**config.mk**
```make
export PLATFORM = sky130hd
export DESIGN_NAME = keypad_code_lock_core
export DESIGN_NICKNAME = d
export VERILOG_FILES = /design/src/hdl/kcl_pkg.sv /design/src/hdl/kcl_cell.sv /design/src/hdl/kcl_out_buf.sv /design/src/hdl/keypad_code_lock_core.sv
export VERILOG_INCLUDE_DIRS = /design/src /design/src/hdl
export SDC_FILE = /design/constraint.sdc
export NUM_CORES = 1
export LEC_CHECK = 0
export ABC_AREA = 1
export BUFFER_PORTS_ARGS = -buffer_cell sky130_fd_sc_hd__buf_2
export CAP_MARGIN = 10
export CORE_MARGIN = 2
export CORE_UTILIZATION = 45
export CTS_CLUSTER_DIAMETER = 40
export DETAILED_ROUTE_END_ITERATION = 16
export PLACE_DENSITY = 0.58
export SYNTH_ARGS = -nofsm -noshare
export SYNTH_HDL_FRONTEND = slang
export SYNTH_SLANG_ARGS = --single-unit
```
**constraint.sdc**
```tcl
create_clock -name clk -period 3.1 [get_ports clk]
set_clock_uncertainty 0.1 [all_clocks]
set_input_delay 0.465 -clock clk [delete_from_list [all_inputs] [get_ports clk]]
set_output_delay 0.465 -clock clk [all_outputs]
set_load 0.02 [all_outputs]
```
**src/hdl/keypad_code_lock_core_defines.svh**
```systemverilog
// ---------------------------------------------------------------------------
// keypad code lock assertion macros
// concurrent check helpers, clocked on clk and disabled during rst
// ---------------------------------------------------------------------------
`ifndef KEYPAD_CODE_LOCK_CORE_DEFINES_SVH
`define KEYPAD_CODE_LOCK_CORE_DEFINES_SVH

`ifndef SYNTH
// same-cycle implication
`define KCL_ASSERT(lbl, ante, cons, msg) \
  lbl: assert property (@(posedge clk) disable iff (rst) (ante) |-> (cons)) else $error(msg);
// next-cycle implication
`define KCL_ASSERT_NEXT(lbl, ante, cons, msg) \
  lbl: assert property (@(posedge clk) disable iff (rst) (ante) |=> (cons)) else $error(msg);
`else
`define KCL_ASSERT(lbl, ante, cons, msg)
`define KCL_ASSERT_NEXT(lbl, ante, cons, msg)
`endif

`endif

```
**src/hdl/kcl_pkg.sv**
```systemverilog
// ---------------------------------------------------------------------------
// kcl_pkg
// shared widths, codes and types of the keypad code lock
// ---------------------------------------------------------------------------
`default_nettype none

package kcl_pkg;

  localparam int SYM_W     = 4;
  localparam int KIND_W    = 2;
  localparam int CHAN_W    = 2;
  localparam int CODE_W    = 64;
  localparam int LEN_W     = 5;
  localparam int CFG_IDX_W = 3;
  localparam int CH_SLOTS  = 4;

  localparam logic [SYM_W-1:0] SYM_STAR = 4'd14;

  typedef enum logic [KIND_W-1:0] {
    EV_NONE    = 2'd0,
    EV_ACTUATE = 2'd1,
    EV_REJECT  = 2'd2,
    EV_STRAY   = 2'd3
  } event_kind_t;

  typedef enum logic [CFG_IDX_W-1:0] {
    REG_CODE_A = 3'd0,
    REG_CODE_B = 3'd1,
    REG_CODE_C = 3'd2,
    REG_CODE_D = 3'd3,
    REG_LEN_A  = 3'd4,
    REG_LEN_B  = 3'd5,
    REG_LEN_C  = 3'd6,
    REG_LEN_D  = 3'd7
  } cfg_reg_t;

  typedef struct packed {
    event_kind_t             kind;
    logic [CHAN_W-1:0]       chan;
  } result_t;

endpackage

`default_nettype wire

```
**src/hdl/kcl_cell.sv**
```systemverilog
// ---------------------------------------------------------------------------
// kcl_cell
// one entry buffer position: holds a symbol and extends the per-channel
// match vector handed along from the previous position
// ---------------------------------------------------------------------------
`default_nettype none

module kcl_cell #(
  parameter int NUM_CHANNELS = 4
) (
  input  wire logic                                        clk,
  input  wire logic                                        wr_en,
  input  wire logic [kcl_pkg::SYM_W-1:0]                   sym_in,
  input  wire logic                                        active,
  input  wire logic [NUM_CHANNELS-1:0][kcl_pkg::SYM_W-1:0] code_sym,
  input  wire logic [NUM_CHANNELS-1:0]                     match_in,
  output      logic [NUM_CHANNELS-1:0]                     match_out
);

  logic [kcl_pkg::SYM_W-1:0] sym;

  always_ff @(posedge clk) begin
    if (wr_en) begin
      sym <= sym_in;
    end
  end

  // positions past the entry length do not take part
  always_comb begin
    for (int ch = 0; ch < NUM_CHANNELS; ch++) begin
      match_out[ch] = match_in[ch] & (!active || (sym == code_sym[ch]));
    end
  end

endmodule

`default_nettype wire

```
**src/hdl/kcl_out_buf.sv**
```systemverilog
// ---------------------------------------------------------------------------
// kcl_out_buf
// two-word output buffer: output register plus skid register
// ---------------------------------------------------------------------------
`default_nettype none

module kcl_out_buf (
  input  wire logic             clk,
  input  wire logic             rst,
  input  wire logic             in_valid,
  input  wire kcl_pkg::result_t in_word,
  output      logic             in_stall,
  output      logic             out_valid,
  input  wire logic             out_stall,
  output      kcl_pkg::result_t out_word
);

  logic             skid_valid;
  kcl_pkg::result_t skid_word;
  logic             in_acc;
  logic             pop;

  assign in_stall = skid_valid;
  assign in_acc   = in_valid && !skid_valid;
  assign pop      = out_valid && !out_stall;

  always_ff @(posedge clk) begin
    if (rst) begin
      out_valid  <= 1'b0;
      skid_valid <= 1'b0;
    end else if (pop) begin
      if (skid_valid) begin
        skid_valid <= 1'b0;
      end else begin
        out_valid <= in_acc;
      end
    end else if (in_acc) begin
      // output held: park the new word in the skid register
      if (out_valid) begin
        skid_valid <= 1'b1;
      end else begin
        out_valid <= 1'b1;
      end
    end
  end

  always_ff @(posedge clk) begin
    if (pop) begin
      if (skid_valid) begin
        out_word <= skid_word;
      end else if (in_acc) begin
        out_word <= in_word;
      end
    end else if (in_acc) begin
      if (out_valid) begin
        skid_word <= in_word;
      end else begin
        out_word <= in_word;
      end
    end
  end

endmodule

`default_nettype wire

```
**src/hdl/keypad_code_lock_core.sv**
```systemverilog
// ---------------------------------------------------------------------------
// keypad_code_lock_core
// multi-channel keypad code lock, one key symbol in, one event word out
// ---------------------------------------------------------------------------
// usage
//   key channel: key_valid / key_stall / key_symbol, one key per word
//   result channel: result_valid / result_stall / event_kind, matched_channel
//   config: cfg_write with cfg_index and cfg_data, write only while idle
// result: each taken key's event word is registered in the output buffer
// throughput: one key per cycle unless key_stall is high; the star compare
//   runs over the row of buffer cells in the same cycle
// reset: rst clears code registers, entry state and the output buffer
// stall: results sit in a two-word buffer; key_stall rises only when both
//   words are full, and drops the cycle after the receiver takes one
// ---------------------------------------------------------------------------
`default_nettype none

`include "keypad_code_lock_core_defines.svh"

module keypad_code_lock_core #(
  parameter int NUM_CHANNELS = 4,
  parameter int MAX_DIGITS   = 16
) (
  input  wire logic                              clk,
  input  wire logic                              rst,
  input  wire logic                              cfg_write,
  input  wire logic [kcl_pkg::CFG_IDX_W-1:0]     cfg_index,
  input  wire logic [kcl_pkg::CODE_W-1:0]        cfg_data,
  input  wire logic                              key_valid,
  output      logic                              key_stall,
  input  wire logic [kcl_pkg::SYM_W-1:0]         key_symbol,
  output      logic                              result_valid,
  input  wire logic                              result_stall,
  output      logic [kcl_pkg::KIND_W-1:0]        event_kind,
  output      logic [kcl_pkg::CHAN_W-1:0]        matched_channel
);

  localparam int CNT_W = $clog2(MAX_DIGITS + 1);

  logic [kcl_pkg::CODE_W-1:0] code_digits [kcl_pkg::CH_SLOTS];
  logic [kcl_pkg::LEN_W-1:0]  code_len    [kcl_pkg::CH_SLOTS];

  logic             entry_open;
  logic [CNT_W-1:0] entry_count;
  logic             entry_overflow;

  logic             key_acc;
  logic             is_star;
  logic             buf_full;
  logic             store_key;
  kcl_pkg::result_t res;
  kcl_pkg::result_t res_out;

  logic [NUM_CHANNELS-1:0] match_chain [MAX_DIGITS+1];

  // configuration registers
  always_ff @(posedge clk) begin
    if (rst) begin
      for (int ch = 0; ch < kcl_pkg::CH_SLOTS; ch++) begin
        code_digits[ch] <= '0;
        code_len[ch]    <= '0;
      end
    end else if (cfg_write) begin
      unique case (kcl_pkg::cfg_reg_t'(cfg_index))
        kcl_pkg::REG_CODE_A: code_digits[0] <= cfg_data;
        kcl_pkg::REG_CODE_B: code_digits[1] <= cfg_data;
        kcl_pkg::REG_CODE_C: code_digits[2] <= cfg_data;
        kcl_pkg::REG_CODE_D: code_digits[3] <= cfg_data;
        kcl_pkg::REG_LEN_A:  code_len[0]    <= cfg_data[kcl_pkg::LEN_W-1:0];
        kcl_pkg::REG_LEN_B:  code_len[1]    <= cfg_data[kcl_pkg::LEN_W-1:0];
        kcl_pkg::REG_LEN_C:  code_len[2]    <= cfg_data[kcl_pkg::LEN_W-1:0];
        kcl_pkg::REG_LEN_D:  code_len[3]    <= cfg_data[kcl_pkg::LEN_W-1:0];
        default: begin
        end
      endcase
    end
  end

  assign key_acc   = key_valid && !key_stall;
  assign is_star   = key_symbol == kcl_pkg::SYM_STAR;
  assign buf_full  = entry_count == CNT_W'(MAX_DIGITS);
  assign store_key = key_acc && entry_open && !is_star && !buf_full;

  // entry state
  always_ff @(posedge clk) begin
    if (rst) begin
      entry_open     <= 1'b0;
      entry_count    <= '0;
      entry_overflow <= 1'b0;
    end else if (key_acc) begin
      if (is_star) begin
        entry_open     <= !entry_open;
        entry_count    <= '0;
        entry_overflow <= 1'b0;
      end else if (entry_open) begin
        if (buf_full) begin
          entry_overflow <= 1'b1;
        end else begin
          entry_count <= entry_count + CNT_W'(1);
        end
      end
    end
  end

  // chain seed: length must equal the entry count
  always_comb begin
    for (int ch = 0; ch < NUM_CHANNELS; ch++) begin
      match_chain[0][ch] = code_len[ch] == kcl_pkg::LEN_W'(entry_count);
    end
  end

  for (genvar k = 0; k < MAX_DIGITS; k++) begin : g_cell
    logic [NUM_CHANNELS-1:0][kcl_pkg::SYM_W-1:0] code_sym;

    for (genvar ch = 0; ch < NUM_CHANNELS; ch++) begin : g_sym
      assign code_sym[ch] = code_digits[ch][kcl_pkg::SYM_W*k +: kcl_pkg::SYM_W];
    end

    kcl_cell #(
      .NUM_CHANNELS(NUM_CHANNELS)
    ) u_cell (
      .clk      (clk),
      .wr_en    (store_key && (entry_count == CNT_W'(k))),
      .sym_in   (key_symbol),
      .active   (CNT_W'(k) < entry_count),
      .code_sym (code_sym),
      .match_in (match_chain[k]),
      .match_out(match_chain[k+1])
    );
  end

  // result of the accepted key
  always_comb begin
    res.kind = kcl_pkg::EV_NONE;
    res.chan = '0;
    if (is_star) begin
      if (entry_open) begin
        res.kind = kcl_pkg::EV_REJECT;
        if ((entry_count != '0) && !entry_overflow) begin
          // lowest matching channel wins
          for (int ch = NUM_CHANNELS - 1; ch >= 0; ch--) begin
            if (match_chain[MAX_DIGITS][ch]) begin
              res.kind = kcl_pkg::EV_ACTUATE;
              res.chan = kcl_pkg::CHAN_W'(ch);
            end
          end
        end
      end
    end else if (!entry_open) begin
      res.kind = kcl_pkg::EV_STRAY;
    end
  end

  kcl_out_buf u_out_buf (
    .clk      (clk),
    .rst      (rst),
    .in_valid (key_valid),
    .in_word  (res),
    .in_stall (key_stall),
    .out_valid(result_valid),
    .out_stall(result_stall),
    .out_word (res_out)
  );

  assign event_kind      = res_out.kind;
  assign matched_channel = res_out.chan;

  `KCL_ASSERT(a_count_bound, 1'b1, entry_count <= CNT_W'(MAX_DIGITS), "entry count past limit")
  `KCL_ASSERT(a_ovf_full, entry_overflow, entry_open && buf_full, "overflow without full entry")
  `KCL_ASSERT(a_closed_clear, !entry_open, (entry_count == '0) && !entry_overflow, "stale entry")
  `KCL_ASSERT_NEXT(a_star_close, key_acc && is_star && entry_open, !entry_open, "entry left open")

endmodule

`default_nettype wire

```
==> results of run 1 <==
-- worst max-delay path, stage by stage, from the launching register on --
cell and delay (ns):
dfxtp_1 0.65, inv_2 0.19, nand2_2 0.23, inv_1 0.16
o21ai_2 0.13, nand2_1 0.10, nand2_1 0.09, nor2_1 0.05
nand3_1 0.09, nor2_1 0.06, nor2_2 0.16, nand2_1 0.10
nand3_1 0.08, nand2_1 0.07, nand2_1 0.06, nand2_1 0.05
-- worst paths after layout --
path / start / endpoint
hold / removal: rst / u_out_buf.out_valid
setup / recovery: entry_count[2] / u_out_buf.out_word[2]
setup reg to reg: entry_count[2] / u_out_buf.out_word[2]
hold reg to reg: entry_overflow / entry_overflow
-- cell type report --
type / instances / share of cell area
repair buffers: 106 / 0.03309
flip-flops and latches: 357 / 0.5167
multi-input cells: 1291 / 0.2806
inverters: 291 / 0.05322
well taps: 518 / 0.03150
clock inverters: 30 / 0.01460
clock buffers: 68 / 0.07025
-- cell families after synthesis --
logic type	after synthesis
adders and majority gates	3
xor gates and xnor gates	132
buffers and inverters	341
DFF	357
AOI/OAI and AO/OA	31
and+or+nand+nor	1125
-- routing by layer --
metal | up-vias | routed length [µm]
met5 | - | 0
met4 | 0 | 1094
met3 | 70 | 2164
met2 | 312 | 20640
met1 | 5933 | 19830
li1 | 6369 | -
-- through the flow --
stage	worst slack (ns)	std cells	hold WS, ns	area, µm²	total power, mW
4_1_cts	0.5032	2661	0.05495	20570	12.29
3_3_place_gp	0.4790	2563	0.3902	18830	6.439
5_1_grt	0.2287	2661	0.06012	20570	12.61
6_report	0.4945	2661	0.08219	20570	12.17
3_5_place_dp	0.5122	2563	0.3818	18830	6.453
2_1_floorplan	0.3318	1989	0.3524	17650	6.165
-- state kept, by name (all words and copies together) (netlist names), 4 cells and up --
name and flops:
code_digits 256, g_cell.u_cell.sym 64, code_len 20, entry_count 5, u_out_buf.out_word 4, u_out_buf.skid_word 4
-- cell usage after synthesis (8+ instances only) --
| master | n | share of area |
|---|---|---|
| inv_2 | 8 | 0.0017 |
| xnor2_1 | 25 | 0.012 |
| nand2_1 | 587 | 0.12 |
| inv_1 | 282 | 0.060 |
| dfxtp_1 | 9 | 0.010 |
| clkbuf_1 | 44 | 0.0094 |
| edfxtp_1 | 348 | 0.59 |
| nand3_1 | 28 | 0.0079 |
| o21ai_0 | 11 | 0.0031 |
| nor3_1 | 12 | 0.0034 |
| xor2_1 | 107 | 0.053 |
| nor2_1 | 469 | 0.10 |
| a21oi_1 | 14 | 0.0040 |
-- where the power goes --
group	switching [mW]	internal, mW	total [mW]
clock	2.18	3.64	5.82
combinational	0.450	0.216	0.665
sequential	0.121	5.56	5.68
total	2.76	9.42	12.2
==> results.yml, run 1 <==
outcome:
  status: "completed"
cells_and_area:
  multi_input_area_um2: 5773
  final_util: 0.5323
  syn_to_final_growth_pct: 16.53
  fin_nets: 2179
  mostFrequentLayoutCells: "nand2_1 (583), nor2_1 (469), edfxtp_1 (348)"
  layout.cells.most_common: "nand2_1"
  seqCellArea_um2: 10630
  drive_above_1_share: 0.1050
  diodes: 0
  fill_cells: 3517
grt:
  grt_max_degree: 65
  grt_use_met1: 0.3000
  grt_pass1_wl_um: 68250
  grt_pass1_vias: 12460
  antenna_found_initial: 0
  grt.busiest_layer: "met2"
  grtUsageMet2: 0.3580
  met3_usage: 0.03273
  grt.total_usage: 0.2194
  grt-ovfl-total: 0
clocking:
  cts_resized: 0
  clockBufferDepth: 3
  postCtsSetupBuffers: 0
  clock_latency_ns: 0.58
  cts_tree: "done"
  ctsHtreeMaxLevel: 2
  cts_root_buf: "clkbuf_16"
  cts_made_buffers: 53
  hold_buffers: 0
  path_clk_slew_ns: 0.06
  cts_sinks: 357
worst_setup_path:
  cp_data_arrival_time_ns: 2.85
  startpoint_type: "flip-flop"
  reg2reg_slack_ns: 0.49
  crit_path_end_kind: "flip-flop"
  critical_path_required_ns: 3.34
  criticalPathCategory: "reg -> reg"
  rr_worst_depth: 15
  worst-path-max-fanout: 12
synth:
  synth_enable_flop_cells: 348
  postSynthAreaPerCell_um2: 8.876
  synthSimpleGateAreaFrac: 0.2468
  ys_seq_area_frac: 0.6021
  synthMuxAreaShare: 0
  syn_nets: 2068
  ys.flop_type: "edfxtp_1"
  synth_xor_xnor_area_share: 0.06549
  ys_async_sr_fraction: 0
  synth.cell_area_um2: 17650
  synth-seq-cells: 357
  synth_top_family_by_area: "simple AND/OR/NAND/NOR gates"
  synth_compound_area_frac: 0.009780
  synth-adder-area-share: 0.002126
  syn_inst: 1989
  ys_types: 29
  ys_warn_count: 0
die:
  io_pins: 82
  die_area_um2: 40830
  fp.dieH_um: 202.1
  floorplan.rows: 72
  die_x_um: 202.1
  initial_core_util: 0.4568
  coreArea_um2: 38650
min_path:
  hold_path_depth: 2
  holdCritPathClass: "in -> reg"
place:
  place_congestion: 0.9043
  portBuffers: 81
  dpl.hpwl_um: 28520
timing:
  post-route-period-util: 0.8405
  hold_violations: 0
  setup_violations: 0
  slew_headroom: 0.4776
  maxSlewViolCount: 0
  setup-tns-final_ns: 0
  fmax_mhz: 383.8
  rsz0062_at_grt: "no"
  tightest_slew_ns: 0.7754
  fin_crit_ns: 2.605
drt:
  via_count: 12680
  ant_nets: 0
  wire_per_inst_um: 16.43
  firstDrtPassIters: 5
  drt_iter0_markers: 920
  viasPerCell: 4.767
  drc: 0
  routed_wl_um: 43730
job:
  drv_cap: 0
power:
  p_per_area_nw_per_um2: 591.6
  power.leakage_nw: 9.393
  ir_drop_mv: 0.5059
Note: power is estimated with default switching activity, not from simulation.
==> run 2: changes to the inputs <==
Settings changed: PLACE_DENSITY 0.58 to 0.61.
Clock period 3.1 ns to 2.31 ns, I/O delays scaled along.
==> run 2 against run 1 <==
Compared with the run above: the flow now finishes with violations (setup timing); critical path depth unchanged; sequential power up 34%; clock-buffer cell count shrank 5; flip-flop and latch count stayed put; design area increased by 3.6%; clock power up 39%; setup slack worse by 0.50 ns; hold slack got worse by 0.052 ns; register-to-register slack lost 0.50 ns; critical endpoint is now u_out_buf.out_word[3].
==> results.yml, run 2 (synthesized netlist as in run 1, its figures left out) <==
outcome:
  status: "finished, violations left"
  failed_checks: "setup timing"
clocking:
  clock_latency_ns: 0.56
  cts_tree: "done"
  cts_root_buf: "clkbuf_16"
  path_clk_slew_ns: 0.06
  cts_sinks: 357
  cts_made_buffers: 51
  ctsHtreeMaxLevel: 2
  clockBufferDepth: 3
power:
  power.leakage_nw: 9.786
  p_per_area_nw_per_um2: 782.6
  ir_drop_mv: 0.6190
worst_setup_path:
  worst-path-max-fanout: 5
  critical_path_required_ns: 2.52
  criticalPathCategory: "reg -> reg"
  crit_path_end_kind: "flip-flop"
  startpoint_type: "flip-flop"
  cp_data_arrival_time_ns: 2.53
  reg2reg_slack_ns: -0.006
timing:
  fin_crit_ns: 2.316
  rsz0062_at_grt: "yes"
  setup-tns-final_ns: -0.006377
  post-route-period-util: 1.003
  slew_headroom: 0.4916
  tightest_slew_ns: 0.7546
  maxSlewViolCount: 0
  hold_violations: 0
  setup_violations: 1
  fmax_mhz: 431.7
  setup_ws_ns: -0.006377
die:
  coreArea_um2: 38650
  floorplan.rows: 72
  fp.dieH_um: 202.1
  die_area_um2: 40830
  initial_core_util: 0.4568
  die_x_um: 202.1
  io_pins: 82
min_path:
  holdCritPathClass: "in -> reg"
drt:
  firstDrtPassIters: 6
  ant_nets: 0
  viasPerCell: 4.805
  via_count: 13040
  drc: 0
  drt_iter0_markers: 1007
  routed_wl_um: 45380
  wire_per_inst_um: 16.73
grt:
  grt_max_degree: 47
  grt-ovfl-total: 0
  grt.total_usage: 0.2247
  antenna_found_initial: 0
  grt_pass1_vias: 12990
  grt_pass1_wl_um: 70270
job:
  drv_cap: 0
cells_and_area:
  fin_nets: 2237
  fill_cells: 3495
  layout.cells.most_common: "nand2_1"
  largest_reg_flops: 256
  diodes: 0
  regMostFlops: "code_digits"
  biggestRegsByFlops: "code_digits: 256 flops, g_cell.u_cell.sym: 64 flops, code_len: 20 flops"
  syn_to_final_growth_pct: 20.75
  mostFrequentLayoutCells: "nand2_1 (568), nor2_1 (448), edfxtp_1 (348)"
  drive_above_1_share: 0.1513
  design_area_um2: 21320
place:
  portBuffers: 81
  dp_slack_ns: -0.1449
  dpl_cell_area_um2: 19280
  dpl.hpwl_um: 30070
  place_congestion: 0.9099
## run 2: cell type report
type,instances,area (µm²),share of cell area
Timing Repair Buffer,166,1186,0.05564
Multi-Input combinational cell,1291,5967,0.2799
Inverter,291,1099,0.05153
Tap cell,518,648.1,0.03040
Sequential cell,357,10640,0.4991
Clock buffer,63,1384,0.06491
Clock inverter,27,394.1,0.01849
## run 2: per-layer routing
metal  share of wire  vias up  track usage
met5               0        -            0
met1            0.44     6135       0.3016
met4           0.027        0      0.07064
met2            0.48      345       0.3795
met3           0.053       78      0.03080
li1                -     6478            -
## run 2: repair_timing
action / 4_1_cts / 5_1_grt
hold buffers: 2 / 0
setup endpoints to repair: 34 / 58
resized for setup: 14 / 48
pin swaps: 2 / 16
cloned: 0 / 0
endpoints found under the hold margin: 3 / 0
setup buffers: 2 / 5
## run 2: per-stage QoR
stage	power, mW	hold slack (ns)	instances	util
global route	17.21	0.02814	2713	0.5516
finish	16.68	0.03043	2713	0.5516
detailed placement	8.703	0.3843	2614	0.4988
CTS	16.78	0.002705	2708	0.5467
floorplan	8.271	0.3156	1989	-
global placement	8.678	0.3921	2614	0.4988
## run 2: power by group
| part | leakage (nW) | internal (mW) | switching (mW) |
|---|---|---|---|
| Sequential | 3.39 | 7.46 | 0.164 |
| Combinational | 5.54 | 0.328 | 0.626 |
| Clock | 0.858 | 5.18 | 2.93 |
| Total | 9.79 | 13.0 | 3.72 |
## run 2: worst paths after layout
| path | start | cells past startpoint | end |
|---|---|---|---|
| max | g_cell[11].u_cell.sym[3] | 15 | u_out_buf.out_word[3] |
| min | cfg_data[5] | 3 | code_digits[1][5] |
| max reg2reg | g_cell[11].u_cell.sym[3] | 15 | u_out_buf.out_word[3] |
| min reg2reg | entry_overflow | 2 | entry_overflow |
## run 2: critical path: stages (launching register included)
cell	delay, ns
edfxtp_1	0.48
xor2_1	0.19
nor2_1	0.16
nand2_1	0.11
nand2_1	0.07
nand2_1	0.07
nor2_2	0.16
nand3_2	0.12
nor2_2	0.16
nor2_1	0.06
nand2_1	0.09
nand2_1	0.05
nand2_1	0.08
nand3_1	0.06
nand2_1	0.07
inv_1	0.04
==> run 3: changes to the inputs <==
Settings changed: MAX_ROUTING_LAYER set to met4.
==> run 3 against run 2 <==
Compared with the run above: the run now ends clean; maximum frequency grew 0.45%; total power shrank 3.2%; register-to-register slack is essentially flat; global-route usage grew 0.63 points; routed wire length grew 0.26%; sequential power is essentially flat; hold slack lost 0.016 ns; flip-flop and latch count is the same; critical path depth grew 1; utilization grew 0.087 points; die area is the same; final cell count grew 0.52%; largest cell class unchanged; highest routed layer unchanged.
==> results.yml, run 3 (synthesized netlist as in run 1, its figures left out) <==
grt:
  grt.total_usage: 0.2310
  grt_max_degree: 39
  grt_pass1_wl_um: 69630
  grt_pass1_vias: 12720
  antenna_found_initial: 0
  grt-ovfl-total: 0
cells_and_area:
  layout.cells.most_common: "nand2_1"
  mostFrequentLayoutCells: "nand2_1 (574), nor2_1 (451), edfxtp_1 (348)"
  diodes: 0
  multi_input_area_um2: 5922
  regMostFlops: "code_digits"
  drive_above_1_share: 0.1494
  seqCellArea_um2: 10640
  fin_nets: 2251
  design_area_um2: 21350
  biggestRegsByFlops: "code_digits: 256 flops, g_cell.u_cell.sym: 64 flops, code_len: 20 flops"
  fill_cells: 3480
  largest_reg_flops: 256
  final_cells: 2727
  syn_to_final_growth_pct: 20.94
timing:
  slew_headroom: 0.6870
  setup_violations: 0
  fmax_mhz: 433.7
  fin_crit_ns: 2.306
  maxSlewViolCount: 0
  tightest_slew_ns: 0.4695
  hold_violations: 0
  rsz0062_at_grt: "yes"
  post-route-period-util: 0.9982
  fin_hold_ws_ns: 0.01424
  setup_ws_ns: 0.004111
clocking:
  cts_made_buffers: 47
  clockBufferDepth: 3
  ctsHtreeMaxLevel: 2
  path_clk_slew_ns: 0.06
  clock_latency_ns: 0.58
  cts_sinks: 357
  cts_root_buf: "clkbuf_16"
  cts_tree: "done"
min_path:
  min-delay-start: "cfg_data[6]"
  hold_path_depth: 3
  holdCritPathClass: "in -> reg"
place:
  dpl_cell_area_um2: 19370
  dp_cells: 2619
  place_congestion: 0.9192
  portBuffers: 81
  dp_slack_ns: -0.1665
  dpl.hpwl_um: 30870
worst_setup_path:
  path_cells: "nor2_4 -> clkinvlp_4 -> nand2_2 -> nand2_2 -> nand2_1 -> nand2_1 -> nor2_2 -> nand3_2 -> nor2_2 -> nor2_1 -> nand2_1 -> nand2_1 -> nand2_1 -> nand3_1 -> nand2_1 -> inv_1"
  critPathMaxStageDelay_ns: 0.36
  critPathLaunch: "entry_count[3]"
  worst-path-max-fanout: 5
  crit_path_end_kind: "flip-flop"
  cp_slowest_cell: "dfxtp_2"
  cp_data_arrival_time_ns: 2.55
  crit_cells: 16
  reg2reg_from: "entry_count[3]"
  critPathTopFamily: "simple AND/OR/NAND/NOR gates"
  path_common_cell: "nand2_1"
  startpoint_type: "flip-flop"
  critical_path_required_ns: 2.55
  critPathBufInv: 2
  criticalPathCategory: "reg -> reg"
  rr_worst_depth: 16
die:
  die_x_um: 202.1
  floorplan.rows: 72
  coreArea_um2: 38650
  io_pins: 82
  initial_core_util: 0.4568
  die_area_um2: 40830
  fp.dieH_um: 202.1
power:
  power.leakage_nw: 9.771
  p_per_area_nw_per_um2: 756.5
  ir_drop_mv: 1.164
drt:
  via_count: 13090
  firstDrtPassIters: 5
  viasPerCell: 4.799
  routed_wl_um: 45490
  drc: 0
  wire_per_inst_um: 16.68
  drt_iter0_markers: 1043
  ant_nets: 0
outcome:
  status: "completed"
job:
  drv_cap: 0
run 3: cell count changes in the layout (fill, tap and decap cells not counted), moves of 3 or more:
cell           before  now
nand2_2            18   15
nor2_1            448  451
inv_8               4    1
buf_12             11   16
nand2_1           568  574
dlygate4sd3_1       2   13
nand3_1            19   22
nand3_2             9    6
clkbuf_16          53   48
clkinv_4            3    9
nand2_4             8    5
run 3: routing by layer:
metal  vias to the layer above  wire, µm  share of wire  global-route usage
met5                         -         0              0                   -
met4                         0      1105          0.024             0.06723
met3                        83      2368          0.052             0.03338
met2                       337     22010           0.48              0.3783
met1                      6165     20010           0.44              0.3005
li1                       6503         -              -                   -
run 3: final cells by class:
cell class | instances | area share
sequential | 357 | 0.4981
multi-input combinational | 1291 | 0.2774
timing repair buffer | 184 | 0.06628
clock buffer | 54 | 0.05731
inverter | 291 | 0.05145
tap | 518 | 0.03035
clock inverter | 32 | 0.01916
run 3: power by group:
| group | switching, mW | leakage (nW) | internal, mW |
|---|---|---|---|
| sequential | 0.164 | 3.39 | 7.46 |
| clock | 2.91 | 0.787 | 4.65 |
| combinational | 0.629 | 5.60 | 0.342 |
run 3: per-stage QoR:
step | setup TNS, ns | utilization | total power [mW]
5_1_grt | -0.1538 | 0.5525 | 16.63
3_3_place_gp | -0.5902 | 0.5011 | 8.686
6_report | 0 | 0.5525 | 16.15
4_1_cts | -0.03802 | 0.5483 | 16.25
3_5_place_dp | -0.7030 | 0.5011 | 8.713
2_1_floorplan | -63.95 | - | 8.271
run 3: path summary, 6_finish.rpt:
| path | to | slack [ns] |
|---|---|---|
| worst max-delay path | u_out_buf.out_word[3] | 0.004 |
| worst min-delay path | code_digits[3][6] | 0.01 |
| worst max register to register | u_out_buf.out_word[3] | 0.004 |
| worst min register to register | entry_count[0] | 0.42 |
run 3: tightest hold or removal path: stages:
cell and delay, ns:
buf_2 0.08, inv_1 0.06, nor2_1 0.09
run 3: what timing repair did:
| action | CTS | global route |
|---|---|---|
| hold buffers | 13 | 0 |
| endpoints found under the setup margin | 26 | 32 |
| gates resized for setup | 11 | 39 |
| hold endpoints to repair | 27 | 0 |
| pin swaps | 1 | 12 |
| cloned | 0 | 0 |
| buffers inserted | 2 | 7 |
